===== config.mk =====
export PLATFORM = sky130hd
export DESIGN_NAME = psram_controller_register_banks
export DESIGN_NICKNAME = d
export VERILOG_FILES = /design/src/rtl/prb_pkg.sv /design/src/rtl/psram_controller_register_banks.sv /design/src/rtl/prb_ctrl_bank.sv /design/src/rtl/prb_cmd_bank.sv
export VERILOG_INCLUDE_DIRS = /design/src /design/src/rtl
export SDC_FILE = /design/constraint.sdc
export NUM_CORES = 2
export LEC_CHECK = 0
export BUFFER_PORTS_ARGS = -buffer_cell sky130_fd_sc_hd__buf_2
export CORE_ASPECT_RATIO = 0.75
export CORE_UTILIZATION = 57
export DETAILED_ROUTE_END_ITERATION = 12
export GPL_ROUTABILITY_DRIVEN = 0
export GPL_TIMING_DRIVEN = 0
export PLACE_DENSITY = 0.76
export SLEW_MARGIN = 40
export SYNTH_ARGS = -nofsm -noshare
export SYNTH_HDL_FRONTEND = slang
export SYNTH_HIERARCHICAL = 1
export SYNTH_SLANG_ARGS = --single-unit

===== constraint.sdc =====
create_clock -name aclk -period 6.6 [get_ports aclk]
set_input_delay 0.33 -clock aclk [delete_from_list [all_inputs] [get_ports aclk]]
set_output_delay 0.33 -clock aclk [all_outputs]
set_load 0.02 [all_outputs]

===== src/rtl/psram_controller_register_banks_assert.svh =====
// Assertion macros used by the register bank top level.
`ifndef PSRAM_CONTROLLER_REGISTER_BANKS_ASSERT_SVH
`define PSRAM_CONTROLLER_REGISTER_BANKS_ASSERT_SVH

// Same-cycle implication, disabled while reset is asserted.
`define PRB_ASSERT_IMP(label, clk, rstn, ante, cons) \
    label: assert property (@(posedge clk) disable iff (!(rstn)) (ante) |-> (cons)) \
        else $error("psram register banks: same-cycle check failed");

// Next-cycle implication, disabled while reset is asserted.
`define PRB_ASSERT_NXT(label, clk, rstn, ante, cons) \
    label: assert property (@(posedge clk) disable iff (!(rstn)) (ante) |=> (cons)) \
        else $error("psram register banks: next-cycle check failed");

`endif


===== src/rtl/prb_pkg.sv =====
// Shared types, codes and helper functions of the PSRAM register banks.
`default_nettype none

package prb_pkg;

    // Request types.
    localparam logic [1:0] REQ_READ       = 2'd0;
    localparam logic [1:0] REQ_WRITE      = 2'd1;
    localparam logic [1:0] REQ_CLOCK_GATE = 2'd2;
    localparam logic [1:0] REQ_RESET_LINE = 2'd3;

    // Bank select codes.
    localparam logic BANK_CTRL = 1'b0;
    localparam logic BANK_CMD  = 1'b1;

    // Control bank byte offsets.
    localparam logic [9:0] OFF_CFG_LAST   = 10'h010;
    localparam logic [9:0] OFF_STATUS     = 10'h014;
    localparam logic [9:0] OFF_IRQ_STATUS = 10'h018;
    localparam logic [9:0] OFF_IRQ_MASK   = 10'h01C;
    localparam logic [9:0] OFF_IRQ_CLEAR  = 10'h020;

    localparam int CFG_WORDS = 5;

    // One request as it travels through the pipeline.
    typedef struct packed {
        logic [1:0]  req_type;
        logic        bank;
        logic [9:0]  reg_offset;
        logic [31:0] write_data;
        logic        line_level;
    } prb_op_t;

    // Mode-register readback built from the basic word and config word 8.
    function automatic logic [7:0] mode_readback(input logic [31:0] basic_word,
                                                 input logic [31:0] cfg_word);
        logic [7:0] mode;
        logic [7:0] result;
        mode   = basic_word[15:8];
        result = '0;
        case (mode)
            8'd0: begin
                result = {1'b0, cfg_word[7:4], cfg_word[2:0]};
            end
            8'd2: begin
                result = {2'b00, cfg_word[10], cfg_word[9], cfg_word[8], 3'b000};
            end
            default: begin
                result = '0;
            end
        endcase
        return result;
    endfunction

endpackage

`default_nettype wire


===== src/rtl/psram_controller_register_banks.sv =====
// Top level of the PSRAM controller register banks: request and result pipeline.
//
//   Channel   Prefix  Direction  Carries
//   request   s_      in         req_type, bank, reg_offset, write_data, line_level
//   result    m_      out        read_data, bad_offset
//
// A request is accepted into the request register, where it is decoded, the
// banks are updated and its result is captured in the result register; one
// request per cycle is sustained while m_ready stays high.
// The command bank word memory is read as the request is accepted, so its
// registered read data lines up with the request in the request register.
// Reset (aresetn low, synchronous) resets the valid flags and bank registers
// only; the memory entries are marked invalid by flip-flop valid bits, so no
// clearing pass runs. A stalled result holds the request register, and
// s_ready drops only when both stages are full and m_ready is low.
`default_nettype none

`include "psram_controller_register_banks_assert.svh"

module psram_controller_register_banks #(
    parameter int CMD_BANK_WORDS = 64
) (
    input  logic        aclk,
    input  logic        aresetn,
    input  logic        s_valid,
    output logic        s_ready,
    input  logic [1:0]  s_req_type,
    input  logic        s_bank,
    input  logic [9:0]  s_reg_offset,
    input  logic [31:0] s_write_data,
    input  logic        s_line_level,
    output logic        m_valid,
    input  logic        m_ready,
    output logic [31:0] m_read_data,
    output logic        m_bad_offset
);
    import prb_pkg::*;

    // Request register stage.
    logic    st1_valid_reg, st1_valid_next;
    prb_op_t op_reg;

    // Result register stage.
    logic        m_valid_reg, m_valid_next;
    logic [31:0] m_read_data_reg;
    logic        m_bad_offset_reg;

    logic        accept;
    logic        advance;
    logic [31:0] ctrl_word, cmd_word;
    logic        ctrl_bad, cmd_bad;
    logic        is_access;
    logic        sel_bad;
    logic [31:0] res_data;
    logic        res_bad;

    // The request register moves on whenever the result register is free or
    // being emptied in the same cycle.
    assign advance = st1_valid_reg && (!m_valid_reg || m_ready);
    assign s_ready = !st1_valid_reg || advance;
    assign accept  = s_valid && s_ready;

    assign st1_valid_next = accept || (st1_valid_reg && !advance);
    assign m_valid_next   = advance || (m_valid_reg && !m_ready);

    prb_ctrl_bank u_ctrl (
        .aclk    (aclk),
        .aresetn (aresetn),
        .fire    (advance),
        .op      (op_reg),
        .rd_word (ctrl_word),
        .bad     (ctrl_bad)
    );

    prb_cmd_bank #(
        .CMD_BANK_WORDS (CMD_BANK_WORDS)
    ) u_cmd (
        .aclk      (aclk),
        .aresetn   (aresetn),
        .rd_en     (accept),
        .rd_offset (s_reg_offset),
        .fire      (advance),
        .op        (op_reg),
        .rd_word   (cmd_word),
        .bad       (cmd_bad)
    );

    // Only bus reads return data; writes, events and bad offsets return zero.
    // Events never flag a bad offset.
    always_comb begin
        is_access = (op_reg.req_type == REQ_READ) || (op_reg.req_type == REQ_WRITE);
        sel_bad   = (op_reg.bank == BANK_CMD) ? cmd_bad : ctrl_bad;
        res_bad   = is_access && sel_bad;
        if ((op_reg.req_type == REQ_READ) && !sel_bad) begin
            res_data = (op_reg.bank == BANK_CMD) ? cmd_word : ctrl_word;
        end else begin
            res_data = '0;
        end
    end

    always_ff @(posedge aclk) begin
        if (!aresetn) begin
            st1_valid_reg <= 1'b0;
            m_valid_reg   <= 1'b0;
        end else begin
            st1_valid_reg <= st1_valid_next;
            m_valid_reg   <= m_valid_next;
        end
    end

    always_ff @(posedge aclk) begin
        if (accept) begin
            op_reg.req_type   <= s_req_type;
            op_reg.bank       <= s_bank;
            op_reg.reg_offset <= s_reg_offset;
            op_reg.write_data <= s_write_data;
            op_reg.line_level <= s_line_level;
        end
        if (advance) begin
            m_read_data_reg  <= res_data;
            m_bad_offset_reg <= res_bad;
        end
    end

    assign m_valid      = m_valid_reg;
    assign m_read_data  = m_read_data_reg;
    assign m_bad_offset = m_bad_offset_reg;

    `PRB_ASSERT_IMP(a_bad_reads_zero, aclk, aresetn, m_valid_reg && m_bad_offset_reg, m_read_data_reg == 32'd0)
    `PRB_ASSERT_IMP(a_stall_only_when_full, aclk, aresetn, !s_ready, st1_valid_reg && m_valid_reg && !m_ready)
    `PRB_ASSERT_NXT(a_advance_fills_result, aclk, aresetn, advance, m_valid_reg)
    `PRB_ASSERT_NXT(a_event_never_bad, aclk, aresetn, advance && (op_reg.req_type == REQ_CLOCK_GATE || op_reg.req_type == REQ_RESET_LINE), !m_bad_offset_reg)

endmodule

`default_nettype wire


===== src/rtl/prb_ctrl_bank.sv =====
// Control register bank: config words, status snapshot, interrupt status and mask.
`default_nettype none

module prb_ctrl_bank (
    input  logic             aclk,
    input  logic             aresetn,
    input  logic             fire,
    input  prb_pkg::prb_op_t op,
    output logic [31:0]      rd_word,
    output logic             bad
);
    import prb_pkg::*;

    logic [31:0] cfg_reg [CFG_WORDS];
    logic [31:0] cfg_next [CFG_WORDS];
    logic [1:0]  status_reg, status_next;
    logic [31:0] irq_status_reg, irq_status_next;
    logic [31:0] irq_mask_reg, irq_mask_next;
    logic        clock_gate_reg, clock_gate_next;
    logic        reset_line_reg, reset_line_next;

    logic [2:0]  cidx;
    logic        in_cfg;
    logic        wr_hit;
    logic        refresh;
    logic [31:0] w0;

    assign cidx   = op.reg_offset[4:2];
    assign in_cfg = (op.reg_offset <= OFF_CFG_LAST);
    assign bad    = (op.reg_offset[1:0] != 2'b00) || (op.reg_offset > OFF_IRQ_CLEAR);
    assign wr_hit = fire && (op.req_type == REQ_WRITE) && (op.bank == BANK_CTRL) && !bad;

    // Read path.
    always_comb begin
        rd_word = '0;
        if (in_cfg) begin
            case (cidx)
                3'd0: begin
                    rd_word     = cfg_reg[0];
                    rd_word[17] = cfg_reg[0][17] | cfg_reg[0][16];
                end
                3'd1: rd_word = cfg_reg[1];
                3'd2: rd_word = cfg_reg[2];
                3'd3: rd_word = cfg_reg[3];
                3'd4: rd_word = cfg_reg[4];
                default: rd_word = '0;
            endcase
        end else if (op.reg_offset == OFF_STATUS) begin
            rd_word = {30'b0, status_reg};
        end else if (op.reg_offset == OFF_IRQ_STATUS) begin
            rd_word = irq_status_reg;
        end else if (op.reg_offset == OFF_IRQ_MASK) begin
            rd_word = irq_mask_reg;
        end
    end

    // Update path.
    always_comb begin
        for (int i = 0; i < CFG_WORDS; i++) begin
            cfg_next[i] = cfg_reg[i];
        end
        irq_status_next = irq_status_reg;
        irq_mask_next   = irq_mask_reg;
        clock_gate_next = clock_gate_reg;
        reset_line_next = reset_line_reg;
        refresh         = 1'b0;
        w0              = '0;

        if (fire && (op.req_type == REQ_CLOCK_GATE)) begin
            clock_gate_next = op.line_level;
            refresh         = 1'b1;
        end else if (fire && (op.req_type == REQ_RESET_LINE)) begin
            reset_line_next = op.line_level;
            refresh         = 1'b1;
            if (op.line_level) begin
                for (int i = 0; i < CFG_WORDS; i++) begin
                    cfg_next[i] = '0;
                end
                irq_status_next = '0;
                irq_mask_next   = '0;
            end
        end else if (wr_hit) begin
            if (in_cfg) begin
                if (cidx == 3'd0) begin
                    // Pulse bits are not stored; they are copied into the done flags instead.
                    w0      = op.write_data & ~32'h0003_F000 | (op.write_data & 32'h0001_0000);
                    w0[14]  = op.write_data[12];
                    w0[15]  = op.write_data[13];
                    cfg_next[0] = w0;
                    if (op.write_data[12] || op.write_data[13]) begin
                        irq_status_next[0] = 1'b1;
                    end
                    refresh = 1'b1;
                end else begin
                    cfg_next[cidx] = op.write_data;
                end
            end else if ((op.reg_offset == OFF_IRQ_STATUS) ||
                         (op.reg_offset == OFF_IRQ_CLEAR)) begin
                irq_status_next = irq_status_reg & ~op.write_data;
            end else if (op.reg_offset == OFF_IRQ_MASK) begin
                irq_mask_next = op.write_data;
            end
        end else if (fire && (op.req_type == REQ_WRITE) && (op.bank == BANK_CMD) &&
                     (op.reg_offset == 10'd0)) begin
            // A write to the command bank's basic word also refreshes status.
            refresh = 1'b1;
        end

        if (refresh) begin
            status_next = (clock_gate_next && !reset_line_next && cfg_next[0][0]) ?
                          2'b11 : 2'b00;
        end else begin
            status_next = status_reg;
        end
    end

    always_ff @(posedge aclk) begin
        if (!aresetn) begin
            for (int i = 0; i < CFG_WORDS; i++) begin
                cfg_reg[i] <= '0;
            end
            status_reg     <= '0;
            irq_status_reg <= '0;
            irq_mask_reg   <= '0;
            clock_gate_reg <= 1'b1;
            reset_line_reg <= 1'b0;
        end else begin
            for (int i = 0; i < CFG_WORDS; i++) begin
                cfg_reg[i] <= cfg_next[i];
            end
            status_reg     <= status_next;
            irq_status_reg <= irq_status_next;
            irq_mask_reg   <= irq_mask_next;
            clock_gate_reg <= clock_gate_next;
            reset_line_reg <= reset_line_next;
        end
    end

endmodule

`default_nettype wire


===== src/rtl/prb_cmd_bank.sv =====
// Command register bank: word memory with valid bits and the special command words.
`default_nettype none

module prb_cmd_bank #(
    parameter int CMD_BANK_WORDS = 64
) (
    input  logic             aclk,
    input  logic             aresetn,
    input  logic             rd_en,
    input  logic [9:0]       rd_offset,
    input  logic             fire,
    input  prb_pkg::prb_op_t op,
    output logic [31:0]      rd_word,
    output logic             bad
);
    import prb_pkg::*;

    localparam int IW = $clog2(CMD_BANK_WORDS);
    localparam logic [IW-1:0] IDX_BASIC = IW'(0);
    localparam logic [IW-1:0] IDX_CMD   = IW'(1);
    localparam logic [IW-1:0] IDX_CFG   = IW'(8);

    logic [31:0] mem [CMD_BANK_WORDS];
    logic [31:0] mem_q_reg;
    logic [CMD_BANK_WORDS-1:0] valid_reg, valid_next;
    logic [31:0] basic_reg, basic_next;
    logic [31:0] cmd_reg, cmd_next;
    logic [31:0] cfg_reg, cfg_next;
    logic        byp_reg;
    logic [31:0] byp_data_reg;

    logic [IW-1:0] idx;
    logic [IW-1:0] rd_idx;
    logic          is_write;
    logic          do_clear;
    logic [31:0]   cword;

    assign idx    = op.reg_offset[IW+1:2];
    assign rd_idx = rd_offset[IW+1:2];
    assign bad    = (op.reg_offset[1:0] != 2'b00) ||
                    ({1'b0, op.reg_offset[9:2]} >= 9'(CMD_BANK_WORDS));
    assign is_write = fire && (op.req_type == REQ_WRITE) && (op.bank == BANK_CMD) && !bad;
    assign do_clear = fire && (op.req_type == REQ_RESET_LINE) && op.line_level;

    // Plain words come from memory and read zero until written; a word written
    // by the request just ahead of this one is taken from the bypass register.
    always_comb begin
        if (idx == IDX_BASIC) begin
            rd_word = basic_reg;
        end else if (idx == IDX_CMD) begin
            rd_word = cmd_reg;
        end else if (idx == IDX_CFG) begin
            rd_word = cfg_reg;
        end else if (!valid_reg[idx]) begin
            rd_word = '0;
        end else if (byp_reg) begin
            rd_word = byp_data_reg;
        end else begin
            rd_word = mem_q_reg;
        end
    end

    always_comb begin
        valid_next = valid_reg;
        basic_next = basic_reg;
        cmd_next   = cmd_reg;
        cfg_next   = cfg_reg;
        cword      = '0;
        if (do_clear) begin
            valid_next = '0;
            basic_next = '0;
            cmd_next   = '0;
            cfg_next   = '0;
        end else if (is_write) begin
            valid_next[idx] = 1'b1;
            case (idx)
                IDX_BASIC: begin
                    basic_next = {op.write_data[31:4], op.write_data[2], op.write_data[2:0]};
                    if (op.write_data[0]) begin
                        cmd_next[13] = 1'b1;
                    end
                end
                IDX_CMD: begin
                    cword = op.write_data | {19'b0, op.write_data[4:0], 8'b0};
                    if (op.write_data[4]) begin
                        cword[31:24] = mode_readback(basic_reg, cfg_reg);
                    end
                    cmd_next = cword;
                end
                IDX_CFG: begin
                    cfg_next = op.write_data;
                end
                default: begin
                    cword = '0;
                end
            endcase
        end
    end

    always_ff @(posedge aclk) begin
        if (is_write) begin
            mem[idx] <= op.write_data;
        end
        if (rd_en) begin
            mem_q_reg    <= mem[rd_idx];
            byp_data_reg <= op.write_data;
        end
    end

    always_ff @(posedge aclk) begin
        if (!aresetn) begin
            valid_reg <= '0;
            basic_reg <= '0;
            cmd_reg   <= '0;
            cfg_reg   <= '0;
            byp_reg   <= 1'b0;
        end else begin
            valid_reg <= valid_next;
            basic_reg <= basic_next;
            cmd_reg   <= cmd_next;
            cfg_reg   <= cfg_next;
            if (rd_en) begin
                byp_reg <= is_write && (idx == rd_idx);
            end
        end
    end

endmodule

`default_nettype wire

==> impl_results.md <==
* Global route total overflow at 0
* Number of distinct library cell variants in the gate-level netlist after synthesis at 67
* Setup tns final at 0 ns
* Hold slack final at 0.141 ns
* Max Transition Viols Final at 0
* Total number of clock tree sinks at 2,579
* Worst path buffer plus inverter count at 3
* Number of synthesized flops with an enable pin at 2,191
* Series of cell instances along the critical path: buf_2, nor2b_1, clkbuf_1, a22oi_1, a21oi_1, o21bai_1, a31oi_1, clkbuf_1, o21ai_0, mux2i_1, nor3_2
* Number of setup violations in the final report at 0
* Worst clock skew at 0.0596 ns
* Cell count after synthesis at 5,266
* Static Leak at 36.8 nW
* Status: finished, violations left
* Total nets after synthesis at 5,316
* Post-synthesis sequential element count at 2,579
* First DRT Iteration DRCs at 12,300
* Worst Hold Path Cells at 2
* Most used standard cell by instance count after synthesis: edfxtp_1
* # nets final at 5,951
* Pin count of the biggest net entering global routing at 42
* Clock H-tree levels at 4
* Async set-or-reset flop fraction in the synthesized netlist at 0%
* Die height at 364 µm
* Max Cap Viol at 0
* Yosys warning count at 6
* CP max stage delay at 0.76 ns
* Detail-routed net length per standard cell at 37.0 µm
* Share of cell area taken by muxes after synthesis at 15.9%
* Hold Vio Cnt, Final at 0
* Part of the cycle the worst path needs at 74.1%
* Number of port buffers at 84
* CTS Root Buffer Type: clkbuf_16
* Commonest cells in the synthesized netlist: 2,191 x edfxtp_1, 642 x mux4_2, 388 x dfxtp_1
* Fin worst setup slack at 1.71 ns
* Violations in the final reports: design-rule violations
* Final WL at 310 mm
* TritonCTS buffer count at 220
* Timing-limited maximum frequency at 204 MHz
* RSZ-0062 raised after global routing: false
* Most common cell on crit path: clkbuf_1
* Delay-heaviest family, CP: compound AO/OA/AOI/OAI gates
* Fraction of layout cells with a size suffix above 1 at 27.7%
* Crit path max fanout at 10
* Postcts setup bufs at 0
* Ratio of routed vias to standard cells at 7.15
* Worst R2R Start: op_reg[36]
* Arithmetic-cell share of the synthesized area counting full adders, half adders and majority gates at 0%
* Share of the synthesized area in compound gates (AO/OA/AOI/OAI) at 5.13%
* Total power per unit cell area at 282 nW/µm²
* Slew of the pin with the lowest slew margin at 0.976 ns
* Sequential power share at 54.6%
* Width of the chip at 485 µm
* Layout overhead on the synthesized area at 15.9%
* Cells taking the most area after synthesis: edfxtp_1 66%, mux4_2 14%, dfxtp_1 7.8%
* Row count at 132
* Crit path launch type: flip-flop
* First drt pass iteration count at 13
* Number of placed I/O pins at 85
* Biggest area consumer among synthesized cells: edfxtp_1
* Residual DRC at 27
* Master of the slowest instance on the critical path: a31oi_1
* Maximum vdd drop at 0.376 mV
* Worst slew slack as a fraction of its limit at 34.9%
* Average instance area after synthesis at 18.9 µm²
* Clock slew at the register clock pins of the worst setup and hold paths at 0.07 ns
* Detailed Place HPWL at 202 mm
* CP Launch Point: op_reg[36]
* Commonest register cell after synthesis: edfxtp_1
* Post-synthesis xor/xnor area fraction at 0.0527%
* Global-route usage over all layers at 35.2%
* CTS max path bufs at 3
* Stages on the worst setup path at 11
* Switching portion of total power at 22.6%
* Worst Setup Slack post-DPL at 2.26 ns
* Routed length on met1 at 106 mm
* Number of antenna violations at the first check in global routing at 19
* Combinational share of power at 6.1%
* Worst skew pair latency at 0.91 ns
* DR WL met3 at 54.2 mm
* Critical path type: reg2reg
* Required time at the endpoint of the critical path at 7.21 ns
* Top sig layer: met5
* Final non-filler cell total at 8,372
* Class of the tightest hold or removal check: in2reg
* Post-Synth Simple-Gate Area at 3.36%
* Synthesized area at 99,700 µm²
* Count of placed standard cells including taps at 7,900
* Share of the yosys chip area belonging to registers at 73.8%
* Worst-case reg-to-reg path depth at 11
* Via count at 59,900
* Main combinational cell family by area after synthesis: multiplexers
* Fraction of synthesized cell area taken by the top area cell type at 66.0%
* Final critical path time including I/O delays and setup at 4.89 ns
* Met2 WL at 134 mm
* DIE AREA at 177,000 µm²
* Relative contribution of the clock network to total power at 39.3%
* Number of global-route vias before repair at 57,500
* First-pass GRT wire length at 430 mm
* Hold Crit Start: s_write_data[31]
* Standard cell core area at 173,000 µm²
* Cell internal power dissipation at 25.2 mW
* P_sw at 7.37 mW
* Element type at the critical path end: flip-flop
* Count of antenna-violating nets left after detailed routing at 0
* CP Data Arrival Time at 5.50 ns
* Number of flip-flops in the largest register at 2,048
* TritonCTS clock tree: done
* Initial Utilization at 57.6%
==> metal layers <==
layer / track usage, % / vias to the layer above
met4: 15.6 / 14
met3: 14.4 / 981
li1: - / 22700
met2: 50.3 / 5797
met1: 47.6 / 30400
met5: 0 / -
==> final timing paths <==
check	end	slack (ns)
hold / removal	op_reg[32]	0.14
setup reg to reg	m_read_data[24]	1.71
setup / recovery	m_read_data[24]	1.71
hold reg to reg	u_ctrl/irq_status_reg[4]	0.45
==> cells in the final DEF (no fill, tap or decap), types with 10 or more instances in the layout <==
master         netlist  final
edfxtp_1          2191   2191
mux4_2             642    642
dfxtp_1            388    388
nand2_1            386    383
clkbuf_1           211    230
clkbuf_16            0    225
a21oi_1            225    224
buf_2              122    221
a22oi_1            131    131
buf_6               10    126
nor2_1             186    125
buf_8                0     88
o21ai_0             71     71
o21a_1              68     68
buf_16               0     68
a22o_1              65     65
mux2i_1             64     64
mux2_2              64     64
nor2_4               0     61
a222oi_1            60     60
dlygate4sd3_1        0     50
clkbuf_2             0     43
clkinv_1             2     42
a211oi_1            41     41
nand3_1             36     36
inv_1               33     33
o211ai_1            33     33
clkinv_2             0     32
o22ai_1             32     32
nor3_2              31     31
nor3_1              27     27
clkbuf_8             0     22
nor2b_1             15     14
buf_4                8     12
nand2b_1            10     10
buf_1               25     10
==> power groups by stage <==
stage,logic [mW],registers (mW),clock network [mW]
after floorplan,0.863,18.2,0
after global placement,1.42,18.4,0
after detailed placement,1.82,18.1,0
after CTS,1.88,17.8,12.8
after global routing,1.99,17.8,13.4
final,1.98,17.8,12.8
==> area by class of cell <==
class	instances	area (µm²)
Clock inverter	100	791
Multi-Input combinational cell	2274	24800
Inverter	37	139
Timing Repair Buffer	413	5460
Fill cell	10400	57700
Buffer	376	1750
Tap cell	2278	2850
Antenna cell	8	20.0
Sequential cell	2579	73600
Clock buffer	307	6160
==> metrics by stage <==
step | cell area (µm²) | power, mW | util (%)
after CTS | 115000 | 32.5 | 66.6
after global routing | 116000 | 33.2 | 66.7
after global placement | 103000 | 19.8 | 59.4
after detailed placement | 108000 | 20.0 | 62.3
after floorplan | 99700 | 19.1 | -
final | 116000 | 32.6 | 66.7
==> cell families after synthesis <==
logic type,count (synthesis)
buffers and inverters,413
DFF,2579
xor gates and xnor gates,6
muxes,771
and+or+nand+nor,745
AOI/OAI and AO/OA,752
==> repair_timing <==
action,CTS,global route
hold endpoints to repair,55,0
resized for setup,0,0
hold buffers,50,0
Power figures use the tool's default switching activity.
